$ cat config.mk
export PLATFORM = sky130hd
export DESIGN_NAME = as_path_segment_flattener_top
export DESIGN_NICKNAME = d
export VERILOG_FILES = /design/src/sv/aspsf_pkg.sv /design/src/sv/aspsf_front.sv /design/src/sv/aspsf_queue.sv /design/src/sv/aspsf_back.sv /design/src/sv/as_path_segment_flattener_top.sv
export SDC_FILE = /design/constraint.sdc
export NUM_CORES = 1
export LEC_CHECK = 0
export BUFFER_PORTS_ARGS = -buffer_cell sky130_fd_sc_hd__clkbuf_2
export CORE_MARGIN = 5
export CORE_UTILIZATION = 55
export DETAILED_ROUTE_END_ITERATION = 8
export HOLD_SLACK_MARGIN = 0.15
export PLACE_DENSITY_LB_ADDON = 0.1
export SYNTH_ARGS = -nofsm -noshare
export SYNTH_HDL_FRONTEND = slang
export SYNTH_SLANG_ARGS = --single-unit
$ cat constraint.sdc
create_clock -name clk -period 6.9 [get_ports clk]
set_clock_uncertainty 0.15 [all_clocks]
set_input_delay 1.035 -clock clk [delete_from_list [all_inputs] [get_ports clk]]
set_output_delay 1.035 -clock clk [all_outputs]
set_load 0.02 [all_outputs]
$ cat src/sv/aspsf_pkg.sv
package aspsf_pkg;

  localparam int MAX_ASNS     = 1024;
  localparam int CNT_W        = $clog2(MAX_ASNS + 1);
  localparam int IDX_W        = 10;
  localparam int TOT_W        = 11;
  localparam int OFF_W        = 13;
  localparam int MIN_PATH_LEN = 6;
  localparam int MAX_PATH_LEN = 4096;
  localparam int HDR_BYTES    = 2;
  localparam int ASN_BYTES    = 4;
  localparam int QDEPTH       = 4;
  localparam int QAW          = $clog2(QDEPTH);

  typedef struct packed {
    logic [7:0]  path_byte;
    logic [15:0] path_length;
    logic        first_byte;
  } in_word_t;

  typedef struct packed {
    logic [31:0]      as_number;
    logic [IDX_W-1:0] as_index;
    logic             status;
    logic             path_done;
    logic [TOT_W-1:0] as_total;
  } out_word_t;

  typedef enum logic {
    EV_ASN = 1'b0,
    EV_BAD = 1'b1
  } ev_kind_t;

  typedef struct packed {
    logic        restart;
    ev_kind_t    kind;
    logic        done;
    logic [31:0] asn;
  } event_t;

endpackage

$ cat src/sv/aspsf_front.sv
module aspsf_front (
  input  logic                clk,
  input  logic                rst_n,
  input  logic                accept,
  input  aspsf_pkg::in_word_t in_word,
  output logic                push,
  output aspsf_pkg::event_t   push_event
);

  typedef enum logic [1:0] {
    PH_TYPE  = 2'd0,
    PH_COUNT = 2'd1,
    PH_ASN   = 2'd2
  } phase_t;

  logic [aspsf_pkg::OFF_W-1:0] off_r, off_nxt, tot_r, tot_nxt;
  phase_t                      phase_r, phase_nxt;
  logic [7:0]                  left_r, left_nxt;
  logic [1:0]                  bpos_r, bpos_nxt;
  logic [23:0]                 acc_r, acc_nxt;
  logic                        skip_r, skip_nxt;
  logic                        pend_r, pend_nxt;

  logic [aspsf_pkg::OFF_W-1:0] e_off;
  phase_t                      e_phase;
  logic [7:0]                  e_left, left_dec;
  logic [1:0]                  e_bpos;
  logic [23:0]                 e_acc;
  logic                        bad_len, ev_push, ev_bad, ev_done;
  logic [31:0]                 ev_asn;
  logic [aspsf_pkg::OFF_W:0]   seg_end;
  logic [15:0]                 len;
  logic [7:0]                  b;

  assign len = in_word.path_length;
  assign b   = in_word.path_byte;

  always_comb begin
    e_off    = in_word.first_byte ? '0 : off_r;
    e_phase  = in_word.first_byte ? PH_TYPE : phase_r;
    e_left   = in_word.first_byte ? '0 : left_r;
    e_bpos   = in_word.first_byte ? '0 : bpos_r;
    e_acc    = in_word.first_byte ? '0 : acc_r;
    bad_len  = (len < 16'(aspsf_pkg::MIN_PATH_LEN)) || (len > 16'(aspsf_pkg::MAX_PATH_LEN))
               || len[0];
    seg_end  = {1'b0, e_off} + (aspsf_pkg::OFF_W+1)'(aspsf_pkg::HDR_BYTES - 1)
               + {{(aspsf_pkg::OFF_W-9){1'b0}}, b, 2'b00};
    left_dec = e_left - 8'd1;

    off_nxt   = off_r;
    tot_nxt   = tot_r;
    phase_nxt = phase_r;
    left_nxt  = left_r;
    bpos_nxt  = bpos_r;
    acc_nxt   = acc_r;
    skip_nxt  = skip_r;
    ev_push   = 1'b0;
    ev_bad    = 1'b0;
    ev_done   = 1'b0;
    ev_asn    = {e_acc, b};

    if (accept && (in_word.first_byte || !skip_r)) begin
      off_nxt   = e_off + 1'b1;
      phase_nxt = e_phase;
      left_nxt  = e_left;
      bpos_nxt  = e_bpos;
      acc_nxt   = e_acc;
      skip_nxt  = 1'b0;
      if (in_word.first_byte) begin
        tot_nxt = len[aspsf_pkg::OFF_W-1:0];
      end
      if (in_word.first_byte && bad_len) begin
        skip_nxt = 1'b1;
        ev_push  = 1'b1;
        ev_bad   = 1'b1;
        ev_done  = 1'b1;
        off_nxt  = '0;
      end else begin
        case (e_phase)
          PH_COUNT: begin
            if ((b == 8'd0) || (seg_end > {1'b0, tot_nxt})) begin
              skip_nxt = 1'b1;
              ev_push  = 1'b1;
              ev_bad   = 1'b1;
              ev_done  = 1'b1;
            end else begin
              left_nxt  = b;
              bpos_nxt  = '0;
              acc_nxt   = '0;
              phase_nxt = PH_ASN;
            end
          end
          PH_ASN: begin
            if (e_bpos != 2'd3) begin
              acc_nxt  = {e_acc[15:0], b};
              bpos_nxt = e_bpos + 2'd1;
            end else begin
              acc_nxt  = '0;
              bpos_nxt = '0;
              left_nxt = left_dec;
              if (left_dec == 8'd0) begin
                phase_nxt = PH_TYPE;
              end
              ev_push = 1'b1;
              ev_done = (off_nxt == tot_nxt);
              if (ev_done) begin
                skip_nxt = 1'b1;
              end
            end
          end
          default: begin
            phase_nxt = PH_COUNT;
          end
        endcase
      end
    end

    if (ev_push) begin
      pend_nxt = 1'b0;
    end else if (accept && in_word.first_byte) begin
      pend_nxt = 1'b1;
    end else begin
      pend_nxt = pend_r;
    end
  end

  always_ff @(posedge clk) begin
    if (!rst_n) begin
      off_r   <= '0;
      tot_r   <= '0;
      phase_r <= PH_TYPE;
      left_r  <= '0;
      bpos_r  <= '0;
      acc_r   <= '0;
      skip_r  <= 1'b1;
      pend_r  <= 1'b0;
    end else begin
      off_r   <= off_nxt;
      tot_r   <= tot_nxt;
      phase_r <= phase_nxt;
      left_r  <= left_nxt;
      bpos_r  <= bpos_nxt;
      acc_r   <= acc_nxt;
      skip_r  <= skip_nxt;
      pend_r  <= pend_nxt;
    end
  end

  assign push               = ev_push;
  assign push_event.restart = in_word.first_byte || pend_r;
  assign push_event.kind    = ev_bad ? aspsf_pkg::EV_BAD : aspsf_pkg::EV_ASN;
  assign push_event.done    = ev_done;
  assign push_event.asn     = ev_bad ? 32'd0 : ev_asn;

endmodule

$ cat src/sv/aspsf_queue.sv
module aspsf_queue (
  input  logic              clk,
  input  logic              rst_n,
  input  logic              push,
  input  aspsf_pkg::event_t push_event,
  output logic              not_full,
  input  logic              pop,
  output logic              not_empty,
  output aspsf_pkg::event_t head
);

  aspsf_pkg::event_t         mem [aspsf_pkg::QDEPTH];
  logic [aspsf_pkg::QAW-1:0] wr_r, wr_nxt, rd_r, rd_nxt;
  logic [aspsf_pkg::QAW:0]   cnt_r, cnt_nxt;

  assign not_full  = (cnt_r != (aspsf_pkg::QAW+1)'(aspsf_pkg::QDEPTH));
  assign not_empty = (cnt_r != '0);
  assign head      = mem[rd_r];

  always_comb begin
    wr_nxt  = push ? wr_r + 1'b1 : wr_r;
    rd_nxt  = pop ? rd_r + 1'b1 : rd_r;
    cnt_nxt = cnt_r + (aspsf_pkg::QAW+1)'(push) - (aspsf_pkg::QAW+1)'(pop);
  end

  always_ff @(posedge clk) begin
    if (!rst_n) begin
      wr_r  <= '0;
      rd_r  <= '0;
      cnt_r <= '0;
    end else begin
      wr_r  <= wr_nxt;
      rd_r  <= rd_nxt;
      cnt_r <= cnt_nxt;
    end
  end

  always_ff @(posedge clk) begin
    if (push) begin
      mem[wr_r] <= push_event;
    end
  end

  a_no_overflow: assert property (@(posedge clk) disable iff (!rst_n)
    push |-> not_full)
    else $error("event pushed into a full queue");

  a_no_underflow: assert property (@(posedge clk) disable iff (!rst_n)
    pop |-> not_empty)
    else $error("event popped from an empty queue");

  a_count_bound: assert property (@(posedge clk) disable iff (!rst_n)
    cnt_r <= (aspsf_pkg::QAW+1)'(aspsf_pkg::QDEPTH))
    else $error("queue count beyond depth");

endmodule

$ cat src/sv/aspsf_back.sv
module aspsf_back (
  input  logic                 clk,
  input  logic                 rst_n,
  input  logic                 ev_valid,
  input  aspsf_pkg::event_t    ev,
  output logic                 pop,
  output logic                 out_valid,
  input  logic                 out_ready,
  output aspsf_pkg::out_word_t out_word
);

  logic [aspsf_pkg::CNT_W-1:0] stored_r, stored_nxt, cnt;
  logic                        out_valid_r, out_valid_nxt;
  aspsf_pkg::out_word_t        out_r, out_nxt;
  logic                        kept;

  assign pop  = ev_valid && (!out_valid_r || out_ready);
  assign cnt  = ev.restart ? '0 : stored_r;
  assign kept = cnt < aspsf_pkg::CNT_W'(aspsf_pkg::MAX_ASNS);

  always_comb begin
    stored_nxt    = stored_r;
    out_nxt       = out_r;
    out_valid_nxt = out_valid_r && !out_ready;
    if (pop) begin
      stored_nxt         = cnt;
      out_nxt.as_number  = 32'd0;
      out_nxt.as_index   = '0;
      out_nxt.status     = 1'b0;
      out_nxt.path_done  = ev.done;
      out_nxt.as_total   = aspsf_pkg::TOT_W'(cnt);
      if (ev.kind == aspsf_pkg::EV_BAD) begin
        out_nxt.status = 1'b1;
        out_valid_nxt  = 1'b1;
      end else if (kept) begin
        stored_nxt        = cnt + 1'b1;
        out_nxt.as_number = ev.asn;
        out_nxt.as_index  = aspsf_pkg::IDX_W'(cnt);
        out_nxt.as_total  = aspsf_pkg::TOT_W'(stored_nxt);
        out_valid_nxt     = 1'b1;
      end else if (ev.done) begin
        out_valid_nxt = 1'b1;
      end
    end
  end

  always_ff @(posedge clk) begin
    if (!rst_n) begin
      stored_r    <= '0;
      out_valid_r <= 1'b0;
    end else begin
      stored_r    <= stored_nxt;
      out_valid_r <= out_valid_nxt;
    end
    out_r <= out_nxt;
  end

  assign out_valid = out_valid_r;
  assign out_word  = out_r;

  a_bad_ends_path: assert property (@(posedge clk) disable iff (!rst_n)
    (out_valid_r && out_r.status) |-> out_r.path_done)
    else $error("malformed word without end of path");

  a_count_cap: assert property (@(posedge clk) disable iff (!rst_n)
    stored_r <= aspsf_pkg::CNT_W'(aspsf_pkg::MAX_ASNS))
    else $error("stored count beyond capacity");

  a_no_pop_when_blocked: assert property (@(posedge clk) disable iff (!rst_n)
    (out_valid_r && !out_ready) |-> !pop)
    else $error("event consumed while the output word is stalled");

endmodule

$ cat src/sv/as_path_segment_flattener_top.sv
// AS_PATH flattener. Attribute bytes enter one word per cycle on the in_
// channel while in_ready is high; a word with first_byte set starts a new
// attribute and samples its length. Each completed four-byte AS number, up
// to 1024 per path, leaves on the out_ channel with its index and the
// running total, and a malformed path gives one word with status set and
// path_done set, after which bytes are dropped until the next first byte.
// Words that complete nothing produce no output. The front stage parses
// bytes and posts events into a four-entry queue; the back stage numbers AS
// entries and holds the result in an output register. Throughput is one
// byte per cycle while in_ready is high, set by the single-byte parser.
// When the receiver stalls the output word holds, the queue fills and
// in_ready falls once it is full; nothing is lost.
// Reset (synchronous, rst_n low) empties the queue and output register and
// leaves the parser skipping until the first marked byte arrives.
module as_path_segment_flattener_top (
  input  logic                 clk,
  input  logic                 rst_n,
  input  logic                 in_valid,
  output logic                 in_ready,
  input  aspsf_pkg::in_word_t  in_word,
  output logic                 out_valid,
  input  logic                 out_ready,
  output aspsf_pkg::out_word_t out_word
);

  logic              push, pop, q_not_full, q_not_empty;
  aspsf_pkg::event_t push_event, head;

  assign in_ready = q_not_full;

  aspsf_front u_front (
    .clk        (clk),
    .rst_n      (rst_n),
    .accept     (in_valid && in_ready),
    .in_word    (in_word),
    .push       (push),
    .push_event (push_event)
  );

  aspsf_queue u_queue (
    .clk        (clk),
    .rst_n      (rst_n),
    .push       (push),
    .push_event (push_event),
    .not_full   (q_not_full),
    .pop        (pop),
    .not_empty  (q_not_empty),
    .head       (head)
  );

  aspsf_back u_back (
    .clk       (clk),
    .rst_n     (rst_n),
    .ev_valid  (q_not_empty),
    .ev        (head),
    .pop       (pop),
    .out_valid (out_valid),
    .out_ready (out_ready),
    .out_word  (out_word)
  );

endmodule

==> impl_results.md <==
- Synth Net Count: 1099
- Req. time, crit path: 6.91 ns
- Top-area cell type share of the netlist area: 45.0%
- Area grow syn2layout: 12.5%
- Seq/Total Area, Yosys: 58.1%
- Synth Area in XOR/XNOR: 3.23%
- Mux contribution to synthesized area: 7.94%
- Grt total ovfl: 0
- GRT Total Usage: 20.9%
- Fin util: 62.5%
- Cells resized by post-CTS repair: 0
- Period utilisation layout: 88.1%
- Synth warnings: 0
- Num rows: 56
- Pleak: 5.25 nW
- Synth area leaders: edfxtp_1, dfxtp_1, mux4_2
- Worst endpoint data arrival time: 6.08 ns
- Dominant synthesized flop cell: edfxtp_1
- Final Critical Period: 6.08 ns
- Count leader, synth: edfxtp_1
- Post CTS Setup Buffer Count: 0
- Initial antenna violation count: 0
- Clock Tree Buf Depth: 3
- Input/output buffers: 85
- Die width: 164 µm
- Routability congestion estimate from global placement: 0.855
- Worst slew pin tran: 0.942 ns
- Post-synthesis simple-gate area fraction: 13.0%
- CTS tree: done
- Post-synth EDFFs: 195
- Syn_area_per_cell: 12.5 µm²
- Synth top cells by count: edfxtp_1, dfxtp_1, nor2_1, nand2_1, a21oi_1
- FF+latch count, synth: 280
- Crit start category: input port
- Detailed placement HPWL: 18.4 mm
- Antenna cells: 0
- Post-synth ARST share: 0%
- Fmax: 165 MHz
- Worst-Skew Late Latency: 0.53 ns
- Cells after synthesis: 1040
- CP max FO: 35
- Relative max-transition margin: 37.2%
- Number of fill cells in the layout: 1874
- Via/cell ratio: 5.85
- Ports: 86
- Largest net degree at the start of global routing: 71
- Synth unique cells: 83
- Via count: 8474
- Max-cap violation count: 0
- Chip Height: 164 µm
- Hold Slack: 0.299 ns
- Status: finished clean
- Vias in the first global route: 8181
- Compound-Gate Fraction of Synth Area: 11.5%
- Avg WL per Cell: 19.1 µm
- Initial Util: 55.6%
- Root buf cell: clkbuf_16
- Final setup violating endpoints: 0
- Antenna viol nets, final: 0
- CTS buffer count: 28
- Layout cells sized above 1: 18.1%
- Global-route wire length before repair: 44.9 mm
- RSZ-0062 raised after global routing: no
- Largest family of logic cells by synthesized area: simple AND/OR/NAND/NOR gates
- Max VDD drop: 0.000172 V
- CP endpoint kind: register
- Area of the mapped netlist: 13000 µm²
- Total clock sinks: 280
- Routed Wire Length: 27.7 mm
- H-tree levels: 1
- Drt pass-1 iters: 5
- DR iter-0 viols: 578
- Hold Path Class: register to register
- Synth Area in Adders: 3.11%
- PwrDens: 335 nW/µm²
- Die area: 26800 µm²
- Hold_buf cts: 0
- Clock transition at path regs: 0.06 ns
- Core area: 23400 µm²
- Endpoints failing hold: 0
- DRC: 0
- CP Class: input port to register
- Cell taking the most area after synthesis: edfxtp_1
- Final TNS setup: 0 ns
- Pins over their slew limit: 0
- Final #Nets: 1166
cell type report:
class	instances	area, µm²	area share, %
clock inverter	13	204	1.39
timing repair buffer	100	538	3.68
clock buffer	39	762	5.21
tap	319	399	2.73
multi-input combinational	671	5070	34.7
sequential	280	7560	51.7
inverter	26	97.6	0.667
worst paths after layout:
check / to / depth (start not counted) / from / slack, ns
max: u_queue.mem[0][23] / 19 / in_word[0] / 0.82
min: u_front.tot_r[0] / 2 / u_front.tot_r[0] / 0.30
min reg2reg: u_front.tot_r[0] / 2 / u_front.tot_r[0] / 0.30
max reg2reg: u_queue.mem[0][23] / 18 / u_front.off_r[2] / 0.91
cell families after synthesis:
| logic type | count (synthesis) |
|---|---|
| buffers and inverters | 89 |
| AO/OA/AOI/OAI | 211 |
| multiplexers | 59 |
| XOR/XNOR | 48 |
| flip-flops | 280 |
| adder cells (fa/ha/maj) | 32 |
| AND/OR/NAND/NOR | 321 |
worst max-delay path, stage by stage:
cell and delay (ns):
clkbuf_2 0.13, nor2b_1 0.17, ha_1 0.29, a21o_1 0.20, maj3_2 0.32, a31oi_1 0.20
nand2_1 0.13, maj3_1 0.37, a211oi_1 0.33, a21oi_1 0.13, xnor2_1 0.14, ha_1 0.30
nand3_1 0.12, a21oi_1 0.14, a2111oi_0 0.08, a221oi_1 0.46, a211oi_2 0.14, o21ai_0 0.45
and3_2 0.92
power by group:
group	internal (mW)	switching, mW
Sequential	2.08	0.0623
Clock	0.959	0.611
Combinational	0.436	0.754
per-layer routing:
metal | up-vias | track usage [%] | routed length, µm
li1 | 4036 | - | -
met1 | 4190 | 30.7 | 12800
met2 | 214 | 34.1 | 13200
met3 | 34 | 2.94 | 1330
met4 | 0 | 3.81 | 361
met5 | - | 0 | 0
flip-flops by register name (all words and copies together) (netlist names), named ones only:
| name | cells |
|---|---|
| u_queue.mem | 140 |
| u_queue.cnt_r | 3 |
| u_front.phase_r | 2 |
| u_back.out_word | 55 |
| u_front.pend_r | 1 |
| u_front.left_r | 8 |
| u_front.acc_r | 24 |
| u_front.skip_r | 1 |
| u_front.bpos_r | 2 |
| u_queue.rd_r | 2 |
| u_front.tot_r | 13 |
| u_back.stored_r | 11 |
| u_queue.wr_r | 2 |
| u_front.off_r | 13 |
| u_back.out_valid | 1 |
cell usage in the layout (no fill, tap or decap), types with 28 or more instances in the layout:
cell,netlist,final
nor2_1,71,71
dfxtp_1,85,84
a21oi_1,55,54
nor2b_1,54,54
o21ai_0,30,29
xnor2_1,31,31
and2_1,30,29
clkbuf_2,2,85
ha_1,29,29
clkbuf_16,0,28
edfxtp_1,195,195
mux4_2,35,35
nand2_1,61,61
per-stage QoR:
step	setup slack, ns	area (µm²)	total power, mW	instances
3_5_place_dp	0.292	13700	3.39	1396
2_1_floorplan	0.00859	13000	3.05	1040
6_report	0.822	14600	4.90	1448
5_1_grt	0.351	14600	5.15	1448
4_1_cts	0.859	14600	4.97	1448
3_3_place_gp	0.429	13700	3.38	1396
(Power assumes the default switching activity.)
